===== config.mk =====
export PLATFORM = sky130hd
export DESIGN_NAME = tdb_addr_gen
export DESIGN_NICKNAME = d
export VERILOG_FILES = /design/src/hw/rtl/tdb_pkg.sv /design/src/hw/rtl/tdb_addr_gen.sv
export SDC_FILE = /design/constraint.sdc
export NUM_CORES = 1
export LEC_CHECK = 0
export BUFFER_PORTS_ARGS = -buffer_cell sky130_fd_sc_hd__buf_2
export CORE_MARGIN = 5
export CORE_UTILIZATION = 30
export CTS_CLUSTER_DIAMETER = 30
export DETAILED_ROUTE_END_ITERATION = 12
export PLACE_DENSITY = 0.49
export SETUP_SLACK_MARGIN = 0.3
export SYNTH_ARGS = -nofsm -noshare
export SYNTH_HDL_FRONTEND = slang
export SYNTH_SLANG_ARGS = --single-unit

===== constraint.sdc =====
create_clock -name i_clk -period 3.6 [get_ports i_clk]
set_clock_uncertainty 0.1 [all_clocks]
set_input_delay 0.72 -clock i_clk [delete_from_list [all_inputs] [get_ports i_clk]]
set_output_delay 0.72 -clock i_clk [all_outputs]
set_load 0.02 [all_outputs]

===== src/hw/rtl/tdb_pkg.sv =====
// Shared types and constants for the terrain detail texture blender.
// Used by every module of the block; depends on nothing.
package tdb_pkg;

    // Texels along each side of a detail tile. The tile position wraps by plain
    // truncation of the position registers, which needs a power of two here.
    localparam int TILE_SIZE = 128;

    localparam int CFG_W     = 23;  // width of the position registers
    localparam int ROWLEN_W  = 13;  // width of the row length register
    localparam int COUNT_W   = 12;  // width of the column counter
    localparam int CFG_IDX_W = 3;   // register index width on the write port
    localparam int OPCODE_W  = 2;
    localparam int LAYER_W   = 2;
    localparam int TADDR_W   = 14;  // texel address field of a load request
    localparam int MIX_W     = 10;  // composition value field
    localparam int CHAN_W    = 8;   // one colour byte
    localparam int TEXEL_W   = 3 * CHAN_W;

    localparam logic [CFG_W-1:0]    STEP_RESET    = 23'd524288;
    localparam logic [CFG_W-1:0]    ORIGIN_RESET  = 23'd0;
    localparam logic [ROWLEN_W-1:0] ROWLEN_RESET  = 13'd256;

    typedef enum logic [OPCODE_W-1:0] {
        OP_LOAD    = 2'd0,
        OP_RESTART = 2'd1,
        OP_BLEND   = 2'd2
    } t_opcode;

    typedef enum logic [CFG_IDX_W-1:0] {
        CFG_STEP_S     = 3'd0,
        CFG_STEP_T     = 3'd1,
        CFG_ORIGIN_S   = 3'd2,
        CFG_ORIGIN_T   = 3'd3,
        CFG_ROW_LENGTH = 3'd4
    } t_cfg_index;

    // Commands from the request decoder to the tile position generator.
    typedef struct packed {
        logic restart;  // return to the region origin
        logic advance;  // one texel has been issued
    } t_pos_cmd;

endpackage


===== src/hw/rtl/tdb_addr_gen.sv =====
// Tile position generator: fixed-point column and row positions and the
// column counter that marks the end of a row. Depends on tdb_pkg.
module tdb_addr_gen #(
    parameter int TILE_BITS     = 7,
    parameter int POS_FRAC_BITS = 16
) (
    input  logic                           i_clk,
    input  logic                           i_rst_n,
    input  tdb_pkg::t_pos_cmd              i_cmd,
    input  logic [TILE_BITS+POS_FRAC_BITS-1:0] i_step_s,
    input  logic [TILE_BITS+POS_FRAC_BITS-1:0] i_step_t,
    input  logic [TILE_BITS+POS_FRAC_BITS-1:0] i_origin_s,
    input  logic [TILE_BITS+POS_FRAC_BITS-1:0] i_origin_t,
    input  logic [tdb_pkg::ROWLEN_W-1:0]   i_row_length,
    output logic [TILE_BITS-1:0]           o_col,
    output logic [TILE_BITS-1:0]           o_row,
    output logic                           o_row_end
);

    localparam int POS_W = TILE_BITS + POS_FRAC_BITS;

    logic [POS_W-1:0]                 r_tile_s, n_tile_s;
    logic [POS_W-1:0]                 r_tile_t, n_tile_t;
    logic [tdb_pkg::COUNT_W-1:0]      r_col_count, n_col_count;
    logic [tdb_pkg::ROWLEN_W-1:0]     col_inc;
    logic [tdb_pkg::ROWLEN_W-1:0]     limit;

    // Positions are kept modulo the tile span, which is simply their width.
    assign col_inc   = {1'b0, r_col_count} + tdb_pkg::ROWLEN_W'(1);
    assign limit     = (i_row_length == '0) ? tdb_pkg::ROWLEN_W'(1) : i_row_length;
    assign o_row_end = (col_inc >= limit);
    assign o_col     = r_tile_s[POS_W-1:POS_FRAC_BITS];
    assign o_row     = r_tile_t[POS_W-1:POS_FRAC_BITS];

    always_comb begin
        n_tile_s    = r_tile_s;
        n_tile_t    = r_tile_t;
        n_col_count = r_col_count;
        priority if (i_cmd.restart) begin
            n_tile_s    = i_origin_s;
            n_tile_t    = i_origin_t;
            n_col_count = '0;
        end else if (i_cmd.advance && o_row_end) begin
            n_tile_s    = i_origin_s;
            n_tile_t    = r_tile_t + i_step_t;
            n_col_count = '0;
        end else if (i_cmd.advance) begin
            n_tile_s    = r_tile_s + i_step_s;
            n_col_count = col_inc[tdb_pkg::COUNT_W-1:0];
        end
    end

    always_ff @(posedge i_clk) begin
        if (!i_rst_n) begin
            r_tile_s    <= '0;
            r_tile_t    <= '0;
            r_col_count <= '0;
        end else begin
            r_tile_s    <= n_tile_s;
            r_tile_t    <= n_tile_t;
            r_col_count <= n_col_count;
        end
    end

endmodule


## Word-level counts from Yosys, hierarchy flattened

Index checks and enable logic that the tools add are counted.

- Register bits after elaboration: 58
- Output and inout bits: 15
- Word-level logic and storage cells: 19

- $add $sub $neg: 3
- $lt $le $gt $ge: 1
- Mux-type cells: 6
- Bitwise logic cells: 1
- Reduce and logical (&&, ||, !) cells: 5

Operator list:

| operator | number |
|---|---|
| $mux W23 | 5 |
| $add A23 B23 Y23 | 2 |
| $add A12 B1 Y13 const B | 1 |
| $ge A13 B13 Y1 | 1 |
| $logic_not A13 Y1 | 1 |
| $mux W13 | 1 |
| $reduce_bool A3 Y1 | 1 |
| $reduce_or A3 Y1 | 1 |
| $reduce_bool A2 Y1 | 1 |
| $logic_and A1 B1 Y1 | 1 |
| $not A1 Y1 | 1 |

## Logic depth before layout (Yosys ltp)

- Depth in word-level cells: 6
- Depth in mapped cells: 16

## Least setup slack after synthesis

Ideal clock, no wire load.

- Path kind: reg-to-reg
- Start: register r_col_count[0] in the netlist's numbering
- End: register r_tile_s[14]
- Setup time: 0.091 ns
- Data arrival time: 3.468 ns
- Slack: -0.059 ns
- Cell stages (with the launch flop): 15
- Buffers on the path: 1
- Period minus slack after synthesis: 3.659 ns
- Path through: dfxtp_1 ha_1 and3_1 and3_1 and3_1 and3_1 xor2_1 ha_1 a21o_1 a21o_1 a221o_1 nand2b_4 buf_6 or3b_1 a311oi_1

- Cells in the longest elaborated chain, start to end: 5

Ends and longest elaborated chain:

| what | RTL line | source |
|---|---|---|
| start, declared | tdb_addr_gen.sv:24 | `logic [tdb_pkg::COUNT_W-1:0] r_col_count, n_col_count;` |
| start signal, assigned | tdb_addr_gen.sv:61 | `r_col_count <= n_col_count;` |
| $add A12 B1 Y13 * | tdb_addr_gen.sv:29 | `assign col_inc = {1'b0, r_col_count} + tdb_pkg::ROWLEN_W'(1);` |
| named net col_inc, one bit | tdb_addr_gen.sv:25 | `logic [tdb_pkg::ROWLEN_W-1:0] col_inc;` |
| $ge A13 B13 Y1 * | tdb_addr_gen.sv:31 | `assign o_row_end = (col_inc >= limit);` |
| named net o_row_end | tdb_addr_gen.sv:17 | `output logic o_row_end` |
| $logic_and A1 B1 Y1 * | tdb_addr_gen.sv:43 | `end else if (i_cmd.advance && o_row_end) begin` |
| $mux W23 | tdb_addr_gen.sv:43 |  |
| $mux W23 | tdb_addr_gen.sv:39 | `priority if (i_cmd.restart) begin` |
| end signal, assigned | tdb_addr_gen.sv:59 | `r_tile_s <= n_tile_s;` |
| end, declared | tdb_addr_gen.sv:22 | `logic [POS_W-1:0] r_tile_s, n_tile_s;` |

Mark *: on every way through the listed nets, which the timed path passes. The rest lies on a longest branch.
A chain may end at the register's enable or synchronous reset.

## Worst setup path after layout

- Start: register r_col_count[0] in the netlist's numbering
- End: output o_row_end

- Cells in the longest elaborated chain, start to end: 2

Ends and longest elaborated chain:

| what | RTL line |
|---|---|
| $add A12 B1 Y13 | tdb_addr_gen.sv:29 |
| named net col_inc, one bit | tdb_addr_gen.sv:25 |
| $ge A13 B13 Y1 | tdb_addr_gen.sv:31 |
| end, declared | tdb_addr_gen.sv:17 |

The timed path passes the listed nets, and every way through them passes these cells.

==> results.sh <==
export IMPL_synth_nets=847
export IMPL_peakVddDrop_mv=0.2151
export IMPL_drive_gt1_share_pct=28.99
export IMPL_finalPower_mw=2.440
export IMPL_fin_cells=1039
export IMPL_grt_usage_pct=16.38
export IMPL_cts_made_buffers=9
export IMPL_relSlewSlack_pct=57.05
export IMPL_cts_root_buf="clkbuf_16"
export IMPL_rows=48
export IMPL_maxCapViolations=0
export IMPL_dr_pass1_iters=4
export IMPL_synth_seq_area_share_pct=22.27
export IMPL_path_clk_slew_ns=0.05
export IMPL_p_switching_mw=0.7744
export IMPL_intPower_mw=1.665
export IMPL_startpoint_type="register"
export IMPL_die_h_um=141.8
export IMPL_finalSetupTns_ns=-0.03068
export IMPL_dpl_cell_count=1005
export IMPL_grt_max_degree=34
export IMPL_synth_warnings=0
export IMPL_setup_viol=1
export IMPL_path_class="reg -> out"
export IMPL_p_per_area_nw_per_um2=353.1
export IMPL_gp_congestion=0.8558
export IMPL_async_reset_ff_share_pct=0
export IMPL_yosys_top_cells_count="73 x nor2_1, 58 x dfxtp_1, 58 x ha_1, 52 x nand2_1, 51 x a21oi_1"
export IMPL_p_leak_nw=3.366
export IMPL_overflow=0
export IMPL_syn_area_per_cell_um2=7.690
export IMPL_die_w_um=141.8
export IMPL_synth_most_common_cell="nor2_1"
export IMPL_postSynthCellCount=678
export IMPL_clockPowerShare_pct=37.7
export IMPL_coreArea_um2=17180
export IMPL_required_ns=2.78
export IMPL_setup_slack_ns=-0.03068
export IMPL_nets=978
export IMPL_p_seq_share_pct=29.5
export IMPL_ff2ff_path_depth=17
export IMPL_crit_fanout=4
export IMPL_antenna_found_initial=1
export IMPL_r2r_setup_slack_ns=0.09
export IMPL_p_sw_share_pct=31.74
export IMPL_hold_class="reg -> reg"
export IMPL_dp_hpwl_um=12420
export IMPL_cts_tree="yes"
export IMPL_clk_path_buf_depth=2
export IMPL_portBuffers=123
export IMPL_end_kind="output pin"
export IMPL_start_util_pct=30.35
export IMPL_reg2reg_from="r_col_count[0]"
export IMPL_synthTopCellsByArea="dfxtp_1 22%, ha_1 14%, nor2_1 5.3%"
export IMPL_netlist_area_leader_share_pct=22.27
export IMPL_fin_crit_sh_pct=100.9
export IMPL_fin_util_pct=40.23
export IMPL_hold_viol_final=0
export IMPL_die_area_um2=20120
export IMPL_status="finished with violations"
export IMPL_wl_per_cell_um=15.81
export IMPL_worstSetupStartpoint="r_col_count[0]"
export IMPL_drc_errors=0
export IMPL_yosys_area_top_type="dfxtp_1"
export IMPL_insertion_delay_ns=0.34
export IMPL_critPathCapture="o_row_end"
export IMPL_synth_cell_type_count=60
export IMPL_rsz0062_at_grt="yes"
export IMPL_syn2layout_area_growth_pct=32.54
export IMPL_worst_slew_pin_slew_ns=0.6442
export IMPL_violations="negative setup slack"
export IMPL_syn_cell_area_um2=5214
export IMPL_reg2reg_to="r_tile_s[4]"
export IMPL_synth_flop_cell="dfxtp_1"
export IMPL_drt_wl_total_um=16430
export IMPL_preCtsSetupSlack_ns=-0.04980
export IMPL_grt_pass1_vias=5479
export IMPL_io_pins=124
export IMPL_synth_seq_cells=58
export IMPL_h_tree_depth=3
export IMPL_fmaxAchievable_mhz=275.4
export IMPL_min_period_ns=3.631
export IMPL_cts_sinks=58
export IMPL_critical_path_arrival_ns=2.81
export IMPL_drt_iter0_markers=246
export IMPL_vias=5329
export IMPL_ant_nets=0
export IMPL_via_per_inst=5.129
export IMPL_grt_pass1_wl_um=26880
export IMPL_comb_power_share_pct=32.7
export IMPL_final_max_slew_viol_count=0
export IMPL_synth_edf_count=0
export IMPL_diodes=0
[through the flow]
stage,hold slack [ns],instance area [µm²]
after floorplan,0.3585,5313
after global placement,0.3793,6180
after detailed placement,0.3797,6180
after CTS,0.3913,6804
after global routing,0.4354,6910
final,0.4044,6910
[state kept, by name, indices dropped and copies added (netlist names)]
signal       cells
r_tile_t        23
r_tile_s        23
r_col_count     12
[timing repair]
item | in CTS | in global routing
endpoints found under the setup margin | 58 | 57
gates cloned | 7 | 0
resized for setup | 23 | 23
hold buffers | 0 | 0
pin swaps | 13 | 17
setup buffers | 7 | 4
[layout by cell type (no fill, tap or decap), types with 6 or more instances in the layout]
cell type / count
nor2_1: 66
a21oi_1: 47
buf_2: 123
dfxtp_1: 55
o211a_1: 6
nand3_1: 19
nor3_1: 21
mux2i_1: 11
nand2_1: 50
and3_4: 6
a211oi_1: 16
ha_1: 56
o21a_1: 9
buf_4: 29
inv_1: 33
and3_1: 7
nor2_2: 7
a21o_1: 17
a211oi_2: 11
o21ai_0: 36
xnor2_1: 27
clkbuf_16: 9
xor2_1: 26
[layout make-up]
type | count | area, µm²
Clock buffer | 15 | 287.8
Clock inverter | 1 | 30.03
Fill cell | 1802 | 10270
Inverter | 33 | 123.9
Multi-Input combinational cell | 542 | 3900
Sequential cell | 58 | 1167
Tap cell | 225 | 281.5
Timing Repair Buffer | 165 | 1120
[how the worst min path moves through the flow]
stage,startpoint,slack (ns),endpoint,cells after the start
2_1_floorplan,r_tile_t[11],0.36,r_tile_t[11],2
3_3_place_gp,r_tile_t[5],0.38,r_tile_t[5],2
3_5_place_dp,r_tile_t[5],0.38,r_tile_t[5],2
4_1_cts,r_tile_t[5],0.39,r_tile_t[5],2
5_1_grt,r_tile_s[9],0.44,r_tile_s[9],1
6_report,r_tile_s[6],0.40,r_tile_s[6],2
[critical path, cell delays in order, from the launching register on]
cell	delay (ns)
dfxtp_4	0.37
ha_4	0.13
and3_4	0.18
and3_4	0.18
and3_4	0.19
and3_4	0.20
xor2_1	0.16
ha_1	0.27
a21o_1	0.16
a21o_1	0.15
a221o_2	0.35
buf_6	0.14
[power by group through the flow]
stage                     registers, mW  logic (mW)  clock network (mW)
after global routing              0.726       0.893               0.977
after global placement            0.733       0.741                   0
final                             0.721       0.799               0.920
after detailed placement          0.734       0.749                   0
after floorplan                   0.725       0.557                   0
after CTS                         0.720       0.785               0.951
[layer usage]
layer  track usage (%)  share of wire [%]  up-vias
met2             28.23                 48      117
met3             3.303                5.0       17
li1                  -                  -     2706
met1             20.64                 45     2487
met4             4.848                1.3        2
met5                 0              0.079        -
[cell families after synthesis]
| family | count (synthesis) | share of synthesized area (%) |
|---|---|---|
| compound gates | 200 | 25.51 |
| xor+xnor | 53 | 8.903 |
| fa+ha+maj | 60 | 14.69 |
| buf+inv | 79 | 7.007 |
| flops | 58 | 22.27 |
| mux | 13 | 2.544 |
| simple gates | 215 | 19.08 |
(Power assumes the default switching activity.)
