File: config.mk
export PLATFORM = sky130hd
export DESIGN_NAME = tdb_blend
export DESIGN_NICKNAME = d
export VERILOG_FILES = /design/src/hw/rtl/tdb_pkg.sv /design/src/hw/rtl/tdb_blend.sv
export SDC_FILE = /design/constraint.sdc
export NUM_CORES = 1
export LEC_CHECK = 0
export ABC_AREA = 0
export BUFFER_PORTS_ARGS = -buffer_cell sky130_fd_sc_hd__buf_4
export CORE_MARGIN = 3
export CORE_UTILIZATION = 44
export DETAILED_ROUTE_END_ITERATION = 10
export PLACE_DENSITY_LB_ADDON = 0.05
export SLEW_MARGIN = 5
export SYNTH_ARGS = -nofsm -noshare
export SYNTH_HDL_FRONTEND = slang
export SYNTH_SLANG_ARGS = --single-unit
export TNS_END_PERCENT = 5
File: constraint.sdc
create_clock -name vclk -period 6.5
set_input_delay 0.325 -clock vclk [all_inputs]
set_output_delay 0.325 -clock vclk [all_outputs]
set_load 0.05 [all_outputs]
File: src/hw/rtl/tdb_pkg.sv
// Shared types and constants for the terrain detail texture blender.
// Used by every module of the block; depends on nothing.
package tdb_pkg;

    // Texels along each side of a detail tile. The tile position wraps by plain
    // truncation of the position registers, which needs a power of two here.
    localparam int TILE_SIZE = 128;

    localparam int CFG_W     = 23;  // width of the position registers
    localparam int ROWLEN_W  = 13;  // width of the row length register
    localparam int COUNT_W   = 12;  // width of the column counter
    localparam int CFG_IDX_W = 3;   // register index width on the write port
    localparam int OPCODE_W  = 2;
    localparam int LAYER_W   = 2;
    localparam int TADDR_W   = 14;  // texel address field of a load request
    localparam int MIX_W     = 10;  // composition value field
    localparam int CHAN_W    = 8;   // one colour byte
    localparam int TEXEL_W   = 3 * CHAN_W;

    localparam logic [CFG_W-1:0]    STEP_RESET    = 23'd524288;
    localparam logic [CFG_W-1:0]    ORIGIN_RESET  = 23'd0;
    localparam logic [ROWLEN_W-1:0] ROWLEN_RESET  = 13'd256;

    typedef enum logic [OPCODE_W-1:0] {
        OP_LOAD    = 2'd0,
        OP_RESTART = 2'd1,
        OP_BLEND   = 2'd2
    } t_opcode;

    typedef enum logic [CFG_IDX_W-1:0] {
        CFG_STEP_S     = 3'd0,
        CFG_STEP_T     = 3'd1,
        CFG_ORIGIN_S   = 3'd2,
        CFG_ORIGIN_T   = 3'd3,
        CFG_ROW_LENGTH = 3'd4
    } t_cfg_index;

    // Commands from the request decoder to the tile position generator.
    typedef struct packed {
        logic restart;  // return to the region origin
        logic advance;  // one texel has been issued
    } t_pos_cmd;

endpackage

File: src/hw/rtl/tdb_blend.sv
// Per-channel linear blend of two detail texels, floored toward minus infinity.
// Depends on tdb_pkg for channel and texel widths.
module tdb_blend #(
    parameter int MIX_FRAC_BITS = 8
) (
    input  logic [tdb_pkg::TEXEL_W-1:0] i_texel_a,
    input  logic [tdb_pkg::TEXEL_W-1:0] i_texel_b,
    input  logic [MIX_FRAC_BITS-1:0]    i_frac,
    output logic [tdb_pkg::TEXEL_W-1:0] o_texel
);

    localparam int CW    = tdb_pkg::CHAN_W;
    localparam int SUM_W = MIX_FRAC_BITS + CW + 2;

    for (genvar ch = 0; ch < 3; ch++) begin : g_chan
        logic [CW-1:0]            a, b;
        logic signed [CW:0]       diff;
        logic signed [SUM_W-1:0]  prod;
        logic signed [SUM_W-1:0]  sum;

        assign a    = i_texel_a[ch*CW +: CW];
        assign b    = i_texel_b[ch*CW +: CW];
        assign diff = $signed({1'b0, b}) - $signed({1'b0, a});
        assign prod = SUM_W'($signed({1'b0, i_frac}) * diff);
        // The exact blend lies between a and b, so the floor fits in one byte.
        assign sum  = $signed({2'b00, a, MIX_FRAC_BITS'(0)}) + prod;
        assign o_texel[ch*CW +: CW] = sum[MIX_FRAC_BITS +: CW];
    end

endmodule

; ---- After elaboration in Yosys (flattened, before gate mapping)
; Index checks and enable logic that the tools add are counted.
; Widths: inputs -> output; s select.
[totals]
out_inout_bits = 24
ff_bits = 0
word_cells = 9
input_bits = 56
[classes]
n_addsub = 6
n_mul = 3
[ops]
columns = operator, n
row1 = $add 16x16->16, 3
row2 = $mul 9x9->16, 3
row3 = $sub 8x8->9, 3

; ---- Longest topological paths before layout
; Gate-level depths: netlist (run 1).
[depth]
word_depth = 3
ltp_mapped = 25
mapped_depth_nobuf = 25

; ---- Worst setup path after synthesis (run 1)
; Ideal clock, no wire load.
[synth_timing]
path_kind = input-to-output
from = in i_texel_a[17] in the netlist's numbering
to = out o_texel[21] in the netlist's numbering
stages = 20
n_path_buf = 0
required_ns = 6.175
slack_ns = -0.330
t_arrival_ns = 6.505
cell_sequence = inv_1 ha_1 nor2b_1 o21ai_0 a21boi_0 o21a_1 o21ai_2 mux2_2 fa_1 fa_1 inv_1 fa_1 fa_1 fa_1 ha_1 or3_1 o221a_2 o21a_1 a311o_1 xor2_1
[synth_between]
elab_chain_cells = 3
[synth_lines]
columns = item, line
row1 = from (decl), tdb_blend.sv:6  ; input logic [tdb_pkg::TEXEL_W-1:0] i_texel_a,
row2 = $sub 8x8->9, tdb_blend.sv:23  ; assign diff = $signed({1'b0, b}) - $signed({1'b0, a});
row3 = $mul 9x9->16, tdb_blend.sv:24  ; assign prod = SUM_W'($signed({1'b0, i_frac}) * diff);
row4 = $add 16x16->16 *, tdb_blend.sv:26  ; assign sum = $signed({2'b00, a, MIX_FRAC_BITS'(0)}) + prod;
row5 = to (decl), tdb_blend.sv:9  ; output logic [tdb_pkg::TEXEL_W-1:0] o_texel
; Every way passes the cells marked *; elsewhere a longest branch is shown, timed or not.

; ---- Worst setup path after layout (run 1)
[layout_timing]
from = in i_texel_b[16] in the netlist's numbering
to = out o_texel[22] in the netlist's numbering
[layout_between]
elab_chain_cells = 3
[layout_lines]
columns = item, line
row1 = from (decl), tdb_blend.sv:7  ; input logic [tdb_pkg::TEXEL_W-1:0] i_texel_b,
row2 = $sub 8x8->9, tdb_blend.sv:23
row3 = $mul 9x9->16, tdb_blend.sv:24
row4 = $add 16x16->16, tdb_blend.sv:26
; No other way between the ends.

==> flow_summary.json, run 1 <==
{
  "place_congestion": 0.793,
  "syn_nets": 1290,
  "criticalPathCategory": "in -> out",
  "min_path_type": "in -> out",
  "portBuffers": 80,
  "critPathMaxFanout": 4,
  "postCtsHoldBufs": 0,
  "area_delta_synth_final_pct": 25.0,
  "netlist.area_leader.share_pct": 35.8,
  "die_area_mm2": 0.0207,
  "die_w_um": 144,
  "start_kind": "input port",
  "drv_cap": 0,
  "drtIter0Drc": 205,
  "final_nets": 1459,
  "fmax_ghz": 0.155,
  "avgViaCountPerCell": 4.84,
  "min_period_ns": 6.47,
  "place_ws_ns": -0.348,
  "worst_path_most_repeated_cell": "fa_1",
  "vias": 6529,
  "postSynthAreaPerCell_um2": 8.80,
  "ys_top_cells_by_area": "fa_1 36%, ha_1 20%, inv_1 8.8%",
  "io_pins": 80,
  "rsz0062_at_grt": "true",
  "start_util_pct": 45.7,
  "track_usage_pct": 18.9,
  "clock_buffers": 0,
  "grt_max_degree": 31,
  "seq_area_um2": 0,
  "critPathRequiredTime_ns": 6.17,
  "drive_gt1_share_pct": 24.8,
  "ys_warn_count": 0,
  "core_area_mm2": 0.0183,
  "setup_slack_ns": 0.0282,
  "antenna_found_initial": 0,
  "finalHoldViolations": 0,
  "critPathSlowestCell": "fa_1",
  "multiInputGateArea_mm2": 0.00794,
  "slew_violations": 0,
  "drc": 0,
  "die_h_um": 144,
  "ys_types": 46,
  "tightest_slew_ns": 0.439,
  "ant_nets": 0,
  "grt_pass1_wl_um": 32500,
  "fin_crit_sh_pct": 99.6,
  "overflow": 0,
  "end_kind": "output port",
  "status": "complete, no violations",
  "synth_area_leader_cell": "fa_1",
  "path_cells": "buf_4 > inv_4 > ha_4 > fa_2 > nor2b_4 > o2111ai_2 > nand2_1 > nor2_2 > xnor2_2 > and2_4 > fa_1 > fa_1 > fa_1 > fa_1 > fa_1 > ha_2 > or3_4 > o221a_4 > o21a_1 > a311o_2 > buf_6 > a21oi_4 > xnor2_4 > buf_6",
  "antennaDiodeCount": 0,
  "num_rows": 49,
  "post_drt_wl_per_cell_um": 14.0,
  "max_slew_margin_pct": 70.6,
  "seq_cell_count": 0,
  "netlist_instances": 952,
  "synth_seq_area_share_pct": 0,
  "syn-cell-area_mm2": 0.00838,
  "firstDrtPassIters": 4,
  "cp.arrival_ns": 6.15,
  "grt_pass1_vias": 6741,
  "grtUsageMet2_pct": 32.8,
  "critPathMaxStageDelay_ns": 0.54,
  "grtUsageMet1_pct": 28.3,
  "met3_usage_pct": 0.364,
  "fill_cells": 1762,
  "setup_viol": 0,
  "routed_wl_um": 18900,
  "top_usage_layer": "met2",
  "hpwlAfterDp_um": 15800
}
## cells in the mapped netlist (3+ instances only)
| library cell | count |
|---|---|
| a211oi_1 | 4 |
| a21boi_0 | 5 |
| a21o_1 | 4 |
| a21oi_1 | 16 |
| and2_1 | 70 |
| clkbuf_1 | 27 |
| fa_1 | 150 |
| ha_1 | 132 |
| inv_1 | 197 |
| mux2_2 | 6 |
| mux2i_1 | 18 |
| nand2_1 | 62 |
| nand2b_1 | 68 |
| nand3_1 | 3 |
| nor2_1 | 42 |
| nor2b_1 | 14 |
| nor3_1 | 5 |
| nor3b_1 | 22 |
| o21a_1 | 13 |
| o21ai_0 | 11 |
| or2_2 | 7 |
| or3_1 | 4 |
| or3b_2 | 3 |
| xnor2_1 | 33 |
| xor2_1 | 9 |
## per-stage QoR
step	cells	hold WS (ns)	TNS [ns]	util, %	instance area (um2)
3_3_place_gp	1341	1.38	-1.44	54.8	10000
3_5_place_dp	1341	1.39	-1.89	54.8	10000
5_1_grt	1348	1.46	-1.17	57.1	10500
6_report	1348	1.40	0	57.1	10500
2_1_floorplan	952	1.08	-0.0243	-	8450
4_1_cts	1346	1.39	-0.194	55.9	10200
## cells by family (layout without fill, tap and decap cells)
kind of cell | Yosys count | in the layout | synth area share, %
and+or+nand+nor | 306 | 306 | 20.3
adders and majority gates | 282 | 282 | 55.6
buffers and inverters | 224 | 391 | 10.0
xor gates and xnor gates | 44 | 44 | 4.93
AOI/OAI and AO/OA | 72 | 72 | 6.21
muxes | 24 | 24 | 2.96
## placed cells by master, fill, tap and decap left out, types with 3 or more instances in the layout
cell type  instances
ha_4               5
o21a_4             3
a21oi_1           12
a21boi_1           3
nor2b_1           12
a21o_1             4
nand3_1            3
a211oi_1           4
fa_1             144
nor3_1             4
nor2_2             3
inv_2              3
inv_1            193
nor3b_2            3
fa_2               6
ha_2               3
xnor2_2            5
or3_1              3
buf_4            183
and2_1            69
mux2_2             5
o21ai_0            7
mux2i_1           15
nor2_1            39
o21ai_2            4
o21a_1            10
xor2_1             8
or2_2              6
nand2_1           62
xnor2_1           26
ha_1             124
nand2b_1          68
buf_6             11
nor3b_1           18
## path summary, 6_finish.rpt
path           from          end  slack, ns  depth (start not counted)
max   i_texel_b[16]  o_texel[22]       0.03                         24
min   i_texel_a[15]  o_texel[15]       1.40                          5
## critical path: cells and delay by family
kind            cells  cell delay, ns
simple gates        5            0.84
xor+xnor            2            0.34
buf+inv             4            0.44
compound gates      5            1.08
fa+ha+maj           8            3.10
## cell type report
cell class	instances	area share [%]
well taps	229	2.74
inverters	197	7.09
multi-input cells	728	75.9
repair buffers	194	14.3
## timing repair
item                       in CTS  in global routing
resized for setup              40                 50
setup endpoints to repair      12                 19
buffers inserted                5                  2
pin swaps                      20                 24
## routing by layer
| layer | vias to the layer above | wire, um |
|---|---|---|
| met5 | - | 0 |
| li1 | 3280 | - |
| met2 | 62 | 9140 |
| met1 | 3183 | 9400 |
| met4 | 0 | 63 |
| met3 | 4 | 330 |
Power of run 1 is left out: the tool's default activity adds up to more than one toggle a clock period on the data nets, which glitch-free logic cannot reach.
==> run 2: changes to the inputs <==
- SETUP_SLACK_MARGIN: not set -> 0.4
==> flow_summary.json, run 2 (synthesis gave the netlist of run 1 again) <==
{
  "drc": 0,
  "start_kind": "input port",
  "seq_area_um2": 0,
  "dp.cells": 1338,
  "fmax_ghz": 0.152,
  "ant_nets": 0,
  "mostFrequentLayoutCells": "195 x inv_1, 176 x buf_4, 144 x fa_1",
  "status": "complete, but fails checks",
  "end_kind": "output port",
  "grt_pass1_wl_um": 32400,
  "place_congestion": 0.781,
  "setup_slack_ns": -0.0647,
  "max_slew_margin_pct": 71.3,
  "rsz0062_at_grt": "true",
  "criticalPathCategory": "in -> out",
  "fill_cells": 1730,
  "firstDrtPassIters": 4,
  "slew_violations": 0,
  "hpwlAfterDp_um": 15500,
  "antenna_found_initial": 0,
  "portBuffers": 80,
  "drive_gt1_share_pct": 25.6,
  "grt_max_degree": 31,
  "tightest_slew_ns": 0.427,
  "grt_pass1_vias": 6852,
  "drv_cap": 0,
  "violations": "negative setup slack",
  "multiInputGateArea_mm2": 0.00797,
  "finalNonFillerCells": 1348,
  "drtIter0Drc": 154,
  "track_usage_pct": 18.8,
  "area_delta_synth_final_pct": 25.6,
  "setup_viol": 1,
  "cp.arrival_ns": 6.24,
  "antennaDiodeCount": 0,
  "critPathMaxFanout": 4,
  "clock_buffers": 0,
  "critPathRequiredTime_ns": 6.17,
  "vias": 6557,
  "die_h_um": 144,
  "post_drt_wl_per_cell_um": 13.8,
  "layout_commonest_cell": "inv_1",
  "io_pins": 80,
  "avgViaCountPerCell": 4.86,
  "num_rows": 49,
  "fin_crit_sh_pct": 101,
  "seq_cell_count": 0,
  "routed_wl_um": 18600,
  "finalHoldViolations": 0,
  "min_period_ns": 6.56,
  "die_area_mm2": 0.0207,
  "die_w_um": 144,
  "min_path_type": "in -> out",
  "overflow": 0,
  "start_util_pct": 45.7,
  "final_nets": 1459,
  "core_area_mm2": 0.0183
}
==> run 2: final timing paths <==
check | start | end | slack (ns) | cells after the start
setup / recovery | i_texel_b[16] | o_texel[23] | -0.06 | 27
hold / removal | i_frac[7] | o_texel[15] | 1.38 | 4
==> run 2: area by class of cell <==
type / instances / share of cell area, %
inverters: 197 / 7.05
multi-input cells: 728 / 75.7
well taps: 229 / 2.72
repair buffers: 194 / 14.5
==> run 2: repair_timing <==
item                                   4_1_cts  5_1_grt
gates resized for setup                     63       34
setup endpoints to repair                   20       21
pin swaps                                   35       37
setup buffers                                8        2
endpoints found under the hold margin        0        0
hold buffers                                 0        0
==> run 2: layer usage <==
layer | track usage [%] | share of wire, % | routed length [um]
met4 | 0.446 | 0.26 | 48
met3 | 0.0992 | 1.6 | 306
met2 | 33.2 | 49 | 9140
met5 | 0 | 0 | 0
met1 | 27.7 | 49 | 9120
==> run 2: through the flow <==
stage	util [%]	setup slack (ns)	cell area, um2	setup TNS, ns	hold slack (ns)
final	57.4	-0.0647	10500	-0.0647	1.38
after global routing	57.4	-0.239	10500	-1.10	1.44
after CTS	56.5	-0.136	10300	-0.426	1.38
after detailed placement	54.8	-0.320	10100	-1.53	1.38
after global placement	54.8	-0.240	10100	-0.981	1.38
after floorplan	-	0.123	8480	0	1.08
==> run 2: worst max-delay path: stages <==
cell and delay (ns):
buf_6 0.10, inv_4 0.05, buf_4 0.09, ha_2 0.19
nor2b_4 0.04, o21ai_2 0.15, a21boi_2 0.08, o21a_2 0.26
o21ai_4 0.24, buf_6 0.13, buf_6 0.08, buf_6 0.09
mux2i_4 0.21, fa_1 0.45, fa_1 0.51, fa_1 0.46
fa_1 0.52, inv_1 0.06, fa_1 0.53, inv_1 0.05
ha_1 0.30, o221a_4 0.12, o21a_1 0.14, a311o_2 0.39
o31ai_4 0.32, xnor2_4 0.15, buf_6 0.17
Power of run 2 is left out for the same reason.
